`src/sv/sol_pkg.sv`:
```
// Shared types and constants of the square-root overdrive lowpass block.
package sol_pkg;

    // Filter state width and output gain format.
    localparam int STATE_BITS     = 32;
    localparam int GAIN_W         = 16;
    localparam int GAIN_FRAC_BITS = 12;

    // Configuration register indexes.
    localparam int          CFG_IDX_W = 2;
    localparam logic [1:0]  CFG_DRIVE = 2'd0;
    localparam logic [1:0]  CFG_COEF  = 2'd1;
    localparam logic [1:0]  CFG_GAIN  = 2'd2;

    // Sequencer states, one pass per channel from S_LOAD to S_OUTS.
    typedef enum logic [3:0] {
        S_IDLE,
        S_LOAD,
        S_ROOT,
        S_DIFF,
        S_MULD,
        S_MIX,
        S_FDIF,
        S_MULF,
        S_FUPD,
        S_MULG,
        S_OUTS,
        S_DONE
    } t_state;

endpackage

```
`src/sv/sqrt_overdrive_lowpass.sv`:
```
// Stereo square-root overdrive with one-pole lowpass and output gain.
//
// One request carries a stereo sample pair (left in the low tdata bits). The channels are
// processed one after the other by a small sequencer: a restoring square root that yields
// one root bit per cycle, then three products on one shared signed multiplier for the drive
// blend, the lowpass update and the output gain. Each channel passes the states S_LOAD to
// S_OUTS in turn, and a stereo pair occupies the block from one accepted request to the
// next, most of that time in the root loop. s_axis_tready is high only while the sequencer
// is idle. The result sits in an output register, so a new pair is accepted while the
// previous result waits. The filter state of both channels is cleared by reset.
// Configuration is written through i_cfg_wr_en / i_cfg_index / i_cfg_wdata; the user must
// do so only while the block is idle, which the block itself does not enforce. Indexes
// beyond the register list are ignored.
module sqrt_overdrive_lowpass #(
    parameter int SAMPLE_BITS    = 24,
    parameter int COEF_FRAC_BITS = 16,
    localparam int DATA_W = ((2 * SAMPLE_BITS + 7) / 8) * 8,
    localparam int CFG_W  = (COEF_FRAC_BITS + 1 > sol_pkg::GAIN_W) ?
                            COEF_FRAC_BITS + 1 : sol_pkg::GAIN_W
) (
    input  logic                          i_clk,
    input  logic                          i_rst_n,
    // Configuration write port
    input  logic                          i_cfg_wr_en,
    input  logic [sol_pkg::CFG_IDX_W-1:0] i_cfg_index,
    input  logic [CFG_W-1:0]              i_cfg_wdata,
    // Input stream
    input  logic                          s_axis_tvalid,
    output logic                          s_axis_tready,
    input  logic [DATA_W-1:0]             s_axis_tdata,  // left_sample, right_sample
    // Output stream
    output logic                          m_axis_tvalid,
    input  logic                          m_axis_tready,
    output logic [DATA_W-1:0]             m_axis_tdata   // left_result, right_result
);

    localparam int SB      = SAMPLE_BITS;
    localparam int CF      = COEF_FRAC_BITS;
    localparam int COEF_W  = CF + 1;
    localparam int ST_W    = sol_pkg::STATE_BITS;
    localparam int EXTRA   = ST_W - SB;
    localparam int RAD_W   = 2 * SB;
    localparam int REM_W   = SB + 2;
    localparam int TRY_W   = SB + 4;
    localparam int CNT_W   = $clog2(SB);
    localparam int MUL_AW  = (CF + 2 > sol_pkg::GAIN_W + 1) ? CF + 2 : sol_pkg::GAIN_W + 1;
    localparam int MUL_BW  = ST_W + 2;
    localparam int PROD_W  = MUL_AW + MUL_BW;
    localparam int OUT_SH  = sol_pkg::GAIN_FRAC_BITS + EXTRA;

    // Configuration registers
    logic [COEF_W-1:0]          r_drive;
    logic [COEF_W-1:0]          r_coef;
    logic [sol_pkg::GAIN_W-1:0] r_gain;

    // Sequencer
    sol_pkg::t_state r_state, n_state;
    logic            r_ch, n_ch;
    logic [CNT_W-1:0] r_cnt, n_cnt;

    // Datapath registers
    logic signed [SB-1:0]     r_in_l, n_in_l, r_in_r, n_in_r;
    logic signed [SB-1:0]     r_x, n_x;
    logic [RAD_W-1:0]         r_rad, n_rad;
    logic [REM_W-1:0]         r_rem, n_rem;
    logic [SB-1:0]            r_root, n_root;
    logic signed [MUL_AW-1:0] r_opa, n_opa;
    logic signed [MUL_BW-1:0] r_opb, n_opb;
    logic signed [PROD_W-1:0] r_prod, n_prod;
    logic signed [SB:0]       r_mix, n_mix;
    logic signed [ST_W-1:0]   r_filt_l, n_filt_l, r_filt_r, n_filt_r;
    logic [SB-1:0]            r_res_l, n_res_l, r_res_r, n_res_r;
    logic [SB-1:0]            r_out_l, n_out_l, r_out_r, n_out_r;
    logic                     r_out_valid, n_out_valid;

    // Control strobes from the state decode
    logic w_in_ready;
    logic w_load_out;

    // Combinational helpers
    logic                     w_in_acc;
    logic signed [SB-1:0]     w_x_sel;
    logic [SB-1:0]            w_mag;
    logic [TRY_W-1:0]         w_rem_t;
    logic [TRY_W-1:0]         w_trial;
    logic [COEF_W-1:0]        w_drive_c;
    logic [COEF_W-1:0]        w_coef_c;
    logic signed [MUL_BW-1:0] w_x_ext;
    logic signed [MUL_BW-1:0] w_root_s;
    logic signed [MUL_BW-1:0] w_filt_ext;
    logic signed [MUL_BW-1:0] w_mix_ext;
    logic signed [PROD_W-1:0] w_prod_cf;
    logic signed [PROD_W-1:0] w_prod_out;
    logic signed [MUL_BW-1:0] w_y_wide;
    logic signed [ST_W-1:0]   w_y;
    logic [SB-1:0]            w_o;

    assign w_in_acc = s_axis_tvalid && w_in_ready;

    // Configuration writes
    always_ff @(posedge i_clk) begin
        if (!i_rst_n) begin
            r_drive <= '0;
            r_coef  <= COEF_W'(1) << CF;
            r_gain  <= sol_pkg::GAIN_W'(1) << sol_pkg::GAIN_FRAC_BITS;
        end else if (i_cfg_wr_en) begin
            unique case (i_cfg_index)
                sol_pkg::CFG_DRIVE: r_drive <= i_cfg_wdata[COEF_W-1:0];
                sol_pkg::CFG_COEF:  r_coef  <= i_cfg_wdata[COEF_W-1:0];
                sol_pkg::CFG_GAIN:  r_gain  <= i_cfg_wdata[sol_pkg::GAIN_W-1:0];
                default: ;
            endcase
        end
    end

    // Next state
    always_comb begin
        n_state = r_state;
        unique case (r_state)
            sol_pkg::S_IDLE: if (s_axis_tvalid) n_state = sol_pkg::S_LOAD;
            sol_pkg::S_LOAD: n_state = sol_pkg::S_ROOT;
            sol_pkg::S_ROOT: if (r_cnt == '0) n_state = sol_pkg::S_DIFF;
            sol_pkg::S_DIFF: n_state = sol_pkg::S_MULD;
            sol_pkg::S_MULD: n_state = sol_pkg::S_MIX;
            sol_pkg::S_MIX:  n_state = sol_pkg::S_FDIF;
            sol_pkg::S_FDIF: n_state = sol_pkg::S_MULF;
            sol_pkg::S_MULF: n_state = sol_pkg::S_FUPD;
            sol_pkg::S_FUPD: n_state = sol_pkg::S_MULG;
            sol_pkg::S_MULG: n_state = sol_pkg::S_OUTS;
            sol_pkg::S_OUTS: n_state = r_ch ? sol_pkg::S_DONE : sol_pkg::S_LOAD;
            sol_pkg::S_DONE: if (!r_out_valid || m_axis_tready) n_state = sol_pkg::S_IDLE;
            default:         n_state = sol_pkg::S_IDLE;
        endcase
    end

    // State decode outputs
    always_comb begin
        w_in_ready = 1'b0;
        w_load_out = 1'b0;
        unique case (r_state)
            sol_pkg::S_IDLE: w_in_ready = 1'b1;
            sol_pkg::S_DONE: w_load_out = !r_out_valid || m_axis_tready;
            default: ;
        endcase
    end

    // Operand preparation
    always_comb begin
        w_x_sel    = r_ch ? r_in_r : r_in_l;
        w_mag      = w_x_sel[SB-1] ? SB'(-w_x_sel) : SB'(w_x_sel);
        w_rem_t    = {r_rem, r_rad[RAD_W-1 -: 2]};
        w_trial    = {2'b00, r_root, 2'b01};
        w_drive_c  = r_drive[CF] ? (COEF_W'(1) << CF) : r_drive;
        w_coef_c   = r_coef[CF] ? (COEF_W'(1) << CF) : r_coef;
        w_x_ext    = {{(MUL_BW - SB){r_x[SB-1]}}, r_x};
        w_root_s   = {{(MUL_BW - SB){1'b0}}, r_root};
        w_filt_ext = r_ch ? {{(MUL_BW - ST_W){r_filt_r[ST_W-1]}}, r_filt_r}
                          : {{(MUL_BW - ST_W){r_filt_l[ST_W-1]}}, r_filt_l};
        w_mix_ext  = {{(MUL_BW - SB - 1){r_mix[SB]}}, r_mix} <<< EXTRA;
        w_prod_cf  = r_prod >>> CF;
        w_prod_out = r_prod >>> OUT_SH;
        w_y_wide   = w_filt_ext + $signed(w_prod_cf[MUL_BW-1:0]);

        // Saturate the filter value to the state width.
        if (w_y_wide[MUL_BW-1:ST_W-1] == '0 || w_y_wide[MUL_BW-1:ST_W-1] == '1) begin
            w_y = w_y_wide[ST_W-1:0];
        end else if (w_y_wide[MUL_BW-1]) begin
            w_y = {1'b1, {(ST_W - 1){1'b0}}};
        end else begin
            w_y = {1'b0, {(ST_W - 1){1'b1}}};
        end

        // Saturate the scaled output to the sample range.
        if (w_prod_out[PROD_W-1:SB-1] == '0 || w_prod_out[PROD_W-1:SB-1] == '1) begin
            w_o = w_prod_out[SB-1:0];
        end else if (w_prod_out[PROD_W-1]) begin
            w_o = {1'b1, {(SB - 1){1'b0}}};
        end else begin
            w_o = {1'b0, {(SB - 1){1'b1}}};
        end
    end

    // Datapath next values
    always_comb begin
        n_ch        = r_ch;
        n_cnt       = r_cnt;
        n_in_l      = r_in_l;
        n_in_r      = r_in_r;
        n_x         = r_x;
        n_rad       = r_rad;
        n_rem       = r_rem;
        n_root      = r_root;
        n_opa       = r_opa;
        n_opb       = r_opb;
        n_prod      = r_prod;
        n_mix       = r_mix;
        n_filt_l    = r_filt_l;
        n_filt_r    = r_filt_r;
        n_res_l     = r_res_l;
        n_res_r     = r_res_r;
        n_out_l     = r_out_l;
        n_out_r     = r_out_r;
        n_out_valid = r_out_valid && !m_axis_tready;

        case (r_state)
            // Capture the stereo pair.
            sol_pkg::S_IDLE: begin
                if (w_in_acc) begin
                    n_in_l = $signed(s_axis_tdata[SB-1:0]);
                    n_in_r = $signed(s_axis_tdata[2*SB-1:SB]);
                    n_ch   = 1'b0;
                end
            end
            // Radicand is the magnitude scaled up by SB - 1 bits.
            sol_pkg::S_LOAD: begin
                n_x    = w_x_sel;
                n_rad  = {1'b0, w_mag, {(SB - 1){1'b0}}};
                n_rem  = '0;
                n_root = '0;
                n_cnt  = CNT_W'(SB - 1);
            end
            // One restoring root step: two radicand bits in, one root bit out.
            sol_pkg::S_ROOT: begin
                if (w_rem_t >= w_trial) begin
                    n_rem  = REM_W'(w_rem_t - w_trial);
                    n_root = {r_root[SB-2:0], 1'b1};
                end else begin
                    n_rem  = w_rem_t[REM_W-1:0];
                    n_root = {r_root[SB-2:0], 1'b0};
                end
                n_rad = r_rad << 2;
                n_cnt = r_cnt - CNT_W'(1);
            end
            // Drive blend operands: drive * (root - dry).
            sol_pkg::S_DIFF: begin
                n_opa = $signed({{(MUL_AW - COEF_W){1'b0}}, w_drive_c});
                n_opb = (r_x[SB-1] ? -w_root_s : w_root_s) - w_x_ext;
            end
            sol_pkg::S_MULD, sol_pkg::S_MULF, sol_pkg::S_MULG: begin
                n_prod = r_opa * r_opb;
            end
            sol_pkg::S_MIX: begin
                n_mix = $signed(w_x_ext[SB:0] + w_prod_cf[SB:0]);
            end
            // Lowpass operands: f * (mix - y) on the state scale.
            sol_pkg::S_FDIF: begin
                n_opa = $signed({{(MUL_AW - COEF_W){1'b0}}, w_coef_c});
                n_opb = w_mix_ext - w_filt_ext;
            end
            // Store the new filter value and set up the gain product.
            sol_pkg::S_FUPD: begin
                if (r_ch) begin
                    n_filt_r = w_y;
                end else begin
                    n_filt_l = w_y;
                end
                n_opa = $signed({{(MUL_AW - sol_pkg::GAIN_W){1'b0}}, r_gain});
                n_opb = {{(MUL_BW - ST_W){w_y[ST_W-1]}}, w_y};
            end
            sol_pkg::S_OUTS: begin
                if (r_ch) begin
                    n_res_r = w_o;
                end else begin
                    n_res_l = w_o;
                    n_ch    = 1'b1;
                end
            end
            default: ;
        endcase

        // Hand the finished pair to the output register.
        if (w_load_out) begin
            n_out_l     = r_res_l;
            n_out_r     = r_res_r;
            n_out_valid = 1'b1;
        end
    end

    // Control registers
    always_ff @(posedge i_clk) begin
        if (!i_rst_n) begin
            r_state     <= sol_pkg::S_IDLE;
            r_ch        <= 1'b0;
            r_cnt       <= '0;
            r_out_valid <= 1'b0;
            r_filt_l    <= '0;
            r_filt_r    <= '0;
        end else begin
            r_state     <= n_state;
            r_ch        <= n_ch;
            r_cnt       <= n_cnt;
            r_out_valid <= n_out_valid;
            r_filt_l    <= n_filt_l;
            r_filt_r    <= n_filt_r;
        end
    end

    // Payload registers
    always_ff @(posedge i_clk) begin
        r_in_l  <= n_in_l;
        r_in_r  <= n_in_r;
        r_x     <= n_x;
        r_rad   <= n_rad;
        r_rem   <= n_rem;
        r_root  <= n_root;
        r_opa   <= n_opa;
        r_opb   <= n_opb;
        r_prod  <= n_prod;
        r_mix   <= n_mix;
        r_res_l <= n_res_l;
        r_res_r <= n_res_r;
        r_out_l <= n_out_l;
        r_out_r <= n_out_r;
    end

    assign s_axis_tready = w_in_ready;
    assign m_axis_tvalid = r_out_valid;
    assign m_axis_tdata  = DATA_W'({r_out_r, r_out_l});

endmodule

```
`config.mk`:
```
export PLATFORM = sky130hd
export DESIGN_NAME = sqrt_overdrive_lowpass
export DESIGN_NICKNAME = d
export VERILOG_FILES = /design/src/sv/sol_pkg.sv /design/src/sv/sqrt_overdrive_lowpass.sv
export SDC_FILE = /design/constraint.sdc
export NUM_CORES = 2
export LEC_CHECK = 0
export BUFFER_PORTS_ARGS = -buffer_cell sky130_fd_sc_hd__buf_2
export CAP_MARGIN = 20
export CORE_ASPECT_RATIO = 1.2
export CORE_UTILIZATION = 53
export CTS_CLUSTER_SIZE = 12
export DETAILED_ROUTE_END_ITERATION = 6
export PLACE_DENSITY = 0.67
export SKIP_CTS_REPAIR_TIMING = 1
export SYNTH_ARGS = -nofsm -noshare
export SYNTH_HDL_FRONTEND = slang
export SYNTH_SLANG_ARGS = --single-unit
```
`constraint.sdc`:
```
create_clock -name i_clk -period 9.05 [get_ports i_clk]
set_input_delay 0.905 -clock i_clk [delete_from_list [all_inputs] [get_ports i_clk]]
set_output_delay 0.905 -clock i_clk [all_outputs]
set_load 0.05 [all_outputs]
```
### Yosys cells after proc, flatten, opt, wreduce, memory -nomap -nowiden

Index checks and enable logic that the tools add are counted.
Widths: inputs -> output; s select.

* register bits after elaboration: 520
* bits of input ports: 72
* word-level logic and storage cells: 107

* add/subtract/negate cells: 8
* multiply operators: 1
* order comparisons: 1
* equality and inequality tests: 19
* multiplexer cells: 28
* bitwise operators: 1
* reduce and logical (&&, ||, !) cells: 26

Operators with widths (count)
* $pmux 34 s3: 1
* $mux 24: 4
* $pmux 48 s2: 1
* $mux 34: 2
* $mux 32: 2
* $pmux 18 s3: 1
* $mul 18x34->52: 1
* $pmux 26 s2: 1
* $pmux 24 s2: 1
* $pmux 4 s12: 1
* $add 34x34->34: 1
* $mux 17: 2
* $neg 24->34: 1
* $sub 33x34->34: 1
* $sub 34x24->34: 1
* $eq 29x29->1 const B: 1
* $logic_not 29->1: 1
* $ge 28x26->1: 1
* $mux 26: 1
* $sub 26x26->26: 1
* $add 25x25->25: 1
* $neg 24->24: 1
* $reduce_and 2->1: 9
* $eq 4x3->1 const B: 4
* other kinds (24): 43

### Depth between registers and ports, before layout

* word-level depth: 6
* depth in mapped cells: 25

### Worst setup path before layout

Ideal clock, no wire load.

* path type: reg-to-reg
* start point: reg r_opb[33]
* end point: reg r_prod[51], data pin
* setup time: 0.260 ns
* data arrival time: 6.249 ns
* data required time: 8.790 ns
* path slack: 2.541 ns
* stages on the path, launching flop included: 22
* cell sequence: edfxtp_1 clkbuf_1 nand2_1 fa_1 inv_1 fa_1 fa_1 fa_1 fa_1 inv_1 fa_1 inv_1 ha_1 a21o_1 a21o_1 a21o_1 a21oi_1 o21ai_0 a221o_1 a31o_2 a21oi_1 xnor2_1

* cells in the longest elaborated chain, start to end: 1

Ends and longest elaborated chain
* from (decl): line sqrt_overdrive_lowpass.sv:68 `logic signed [MUL_BW-1:0] r_opb, n_opb;`
* from (signal assigned): line sqrt_overdrive_lowpass.sv:307 `r_opb <= n_opb;`
* $mul 18x34->52: line sqrt_overdrive_lowpass.sv:240 `n_prod = r_opa * r_opb;`
* to (signal assigned): line sqrt_overdrive_lowpass.sv:308 `r_prod <= n_prod;`
* to (decl): line sqrt_overdrive_lowpass.sv:69 `logic signed [PROD_W-1:0] r_prod, n_prod;`

No other way between the ends.
A chain may end at the register's enable or synchronous reset.

### Worst setup path after layout

* start point: reg r_opa[4]
* end point: reg r_prod[51], data pin

* cells in the longest elaborated chain, start to end: 1

Ends and longest elaborated chain
* from (decl): line sqrt_overdrive_lowpass.sv:67 `logic signed [MUL_AW-1:0] r_opa, n_opa;`
* from (signal assigned): line sqrt_overdrive_lowpass.sv:306 `r_opa <= n_opa;`
* $mul 18x34->52: line sqrt_overdrive_lowpass.sv:240

No other way between the ends.

==> summary.md <==
| Metric | Value |
|---|---|
| Fill cells | 7395 |
| Die Span X | 268 um |
| Post-Route Skew | 25.5 ps |
| Layout cell share with drive strength beyond 1 | 6.23% |
| Critical path arrival | 8220 ps |
| DR iter-0 viols | 2349 |
| I/O Pins | 122 |
| Worst Hold Path EP | r_out_r[7] |
| Hold Path Cell Cnt | 0 |
| Final nets | 5546 |
| Final Cycle Share | 87.0% |
| Outcome | completed |
| CP startpoint kind | register |
| Crit Path Max Fanout | 21 |
| Min-delay src | r_res_r[7] |
| Maximum clock path buffer count | 3 |
| Critical path class | reg2reg |
| Tmin final | 7870 ps |
| Core Area | 83700 um2 |
| Number of setup violations in the final report | 0 |
| Largest net degree at the start of global routing | 126 |
| Area grow syn2layout | 7.16% |
| Residual DRC | 0 |
| Total grt overflow | 0 |
| Worst setup EP type | register |
| Global Route Usage Sum | 28.5% |
| Final count of hold timing violations | 0 |
| FF-to-FF setup slack | 1180 ps |
| Detailed placer's ending HPWL | 90800 um |
| Reg2reg path depth | 22 |
| Initial antenna violation count | 1 |
| Clock root buffer | clkbuf_16 |
| CTS tree | done |
| Syn_nets | 5518 |
| Post-synthesis sequential area ratio | 29.2% |
| Slew headroom | 25.1% |
| Ant. Diodes | 0 |
| RSZ-0062 raised after global routing | false |
| Cell chain of the critical path | buf_4, nand2_1, fa_1, fa_1, fa_1, inv_1, fa_1, fa_1, inv_1, fa_1, inv_1, ha_1, nand2_1, nor3_1, nand3_1, a211oi_1, o21ai_0, a21boi_0, a221o_1, a31o_2, a21oi_1, xnor2_1 |
| CP top delay family | adder cells |
| Syn Area/Cell | 9.72 um2 |
| Initial core utilization | 53.8% |
| Critical path's largest stage delay | 920 ps |
| Post-Syn Instances | 4639 |
| Main flop type after synthesis | edfxtp_1 |
| Worst-Margin Slew | 1120 ps |
| Die height | 321 um |
| Routability congestion estimate | 0.962 |
| Via count | 32.7k |
| Achievable Freq | 127 MHz |
| Netlist area before placement | 45100 um2 |
| FP Rows | 116 |
| Vias in the first global route | 34.3k |
| DR vias/cell | 5.61 |
| Port Buf Inserts | 121 |
| Ys Warns | 0 |
| Htree depth | 2 |
| WP buf/inv | 4 |
| Die ar. | 86200 um2 |
| Routed WL | 118000 um |
| First-pass GRT wire length | 189000 um |
| Post-synth EDFFs | 355 |
| Pre-antenna DRT Iters | 6 |
| RR Endpoint | r_prod[51] |
| Worst Hold Class | reg2reg |
| Slowest stage cell, crit path | edfxtp_1 |
| Flop and latch count out of synthesis | 480 |
| Sink Count | 480 |
| Worst path required time | 9400 ps |
| R2r startpoint | r_opa[4] |
| Skew-Pair Late Insertion Delay | 630 ps |
| Max-slew violations | 0 |
| WL/cell | 20.3 um |
| Netlist cell types | 74 |
| Final ANT Viol Nets | 0 |
| Synth async-reset ratio | 0% |
| Most used cell along the critical path | fa_1 |
| Total negative setup slack | 0 ps |
| Reg clk slew, reported paths | 60 ps |
| Max-cap violation count | 0 |
| Total CTS buffers | 49 |
==> cells in the mapped netlist (11+ instances only) <==
cell,count,area (um2)
inv_1,723,2710
nand2_1,614,2300
fa_1,552,11100
edfxtp_1,355,10700
and2_1,265,1660
ha_1,255,3190
a21oi_1,205,1030
nor2_1,195,732
o21ai_0,175,876
clkbuf_1,174,653
xnor2_1,147,1290
dfxtp_1,125,2500
a21o_1,80,601
nor3_1,67,335
mux2i_1,64,641
xor2_1,58,508
a21boi_0,54,405
o31ai_1,45,338
nand3_1,44,220
o21a_1,32,240
and3_1,28,175
nor2b_1,28,175
nand2b_1,27,169
o211ai_1,24,180
a211oi_1,22,165
o21bai_1,20,150
mux2_2,18,203
a31oi_1,17,106
a211o_1,16,140
a222oi_1,16,160
buf_2,14,70.1
or3_1,14,87.6
nand4_1,12,75.1
nor4_1,11,68.8
==> layout by cell type, fill, tap and decap left out, types with 44 or more instances in the layout <==
cell / synthesis / layout
inv_1: 723 / 723
o21ai_0: 175 / 174
nand3_1: 44 / 44
fa_1: 552 / 552
nor2_1: 195 / 191
a21oi_1: 205 / 204
buf_2: 14 / 121
a21o_1: 80 / 80
nor3_1: 67 / 65
ha_1: 255 / 255
edfxtp_1: 355 / 355
xor2_1: 58 / 58
a21boi_0: 54 / 54
and2_1: 265 / 265
o31ai_1: 45 / 44
clkbuf_16: 0 / 50
xnor2_1: 147 / 147
mux2i_1: 64 / 63
nand2_1: 614 / 613
dfxtp_1: 125 / 124
buf_4: 5 / 52
==> cell families after synthesis <==
family                     synth area share, %
xor gates and xnor gates                  3.98
AOI/OAI and AO/OA                         11.6
muxes                                     1.87
and+or+nand+nor                           14.0
adders and majority gates                 31.6
DFF                                       29.2
buffers and inverters                     7.76
==> metrics by stage <==
step | util, % | instances | instance area [um2] | hold slack (ps) | setup WS (ps)
after floorplan | - | 4639 | 45100 | 400 | 2540
after global placement | 55.9 | 5735 | 46800 | 400 | 1300
after detailed placement | 55.9 | 5736 | 46800 | 405 | 1230
after CTS | 57.6 | 5825 | 48300 | 417 | 1170
after global routing | 57.7 | 5826 | 48300 | 418 | 756
final | 57.7 | 5826 | 48300 | 415 | 1180
==> worst max path at each step <==
stage               slack, ps          to  cells after the start  startpoint
floorplan                2540  r_prod[51]                     21   r_opb[33]
global placement         1300  r_prod[51]                     22    r_opa[4]
CTS                      1170  r_prod[51]                     22    r_opa[4]
global route              760  r_prod[43]                     21    r_opa[6]
detailed placement       1230  r_prod[51]                     22    r_opa[4]
finish                   1180  r_prod[51]                     22    r_opa[4]
==> state kept, by name, indices dropped and copies added, names as in the netlist, 24 cells and up <==
register	cells
r_filt_l	32
r_root	24
r_mix	25
r_res_l	24
r_in_r	24
r_prod	36
r_rem	26
r_filt_r	32
r_x	24
r_out_r	24
r_res_r	24
r_rad	25
r_in_l	24
r_out_l	24
r_opb	34
==> per-layer routing <==
layer | vias up | global-route usage (%) | part of all wire [%]
met4 | 2 | 11.3 | 4.1
met1 | 16212 | 35.3 | 40
li1 | 15240 | - | -
met5 | - | 0 | 0.017
met2 | 980 | 50.6 | 51
met3 | 248 | 3.11 | 4.9
==> final cells by class <==
class	count	area [um2]	share of cell area [%]
Clock buffer	77	1360	2.82
Clock inverter	12	121	0.251
Inverter	723	2710	5.62
Multi-Input combinational cell	3239	28500	59.0
Sequential cell	480	13200	27.3
Tap cell	1121	1400	2.90
Timing Repair Buffer	174	1020	2.12
Power is left out: the tool's default activity adds up to more than one toggle a clock period on the data nets, which glitch-free logic cannot reach.
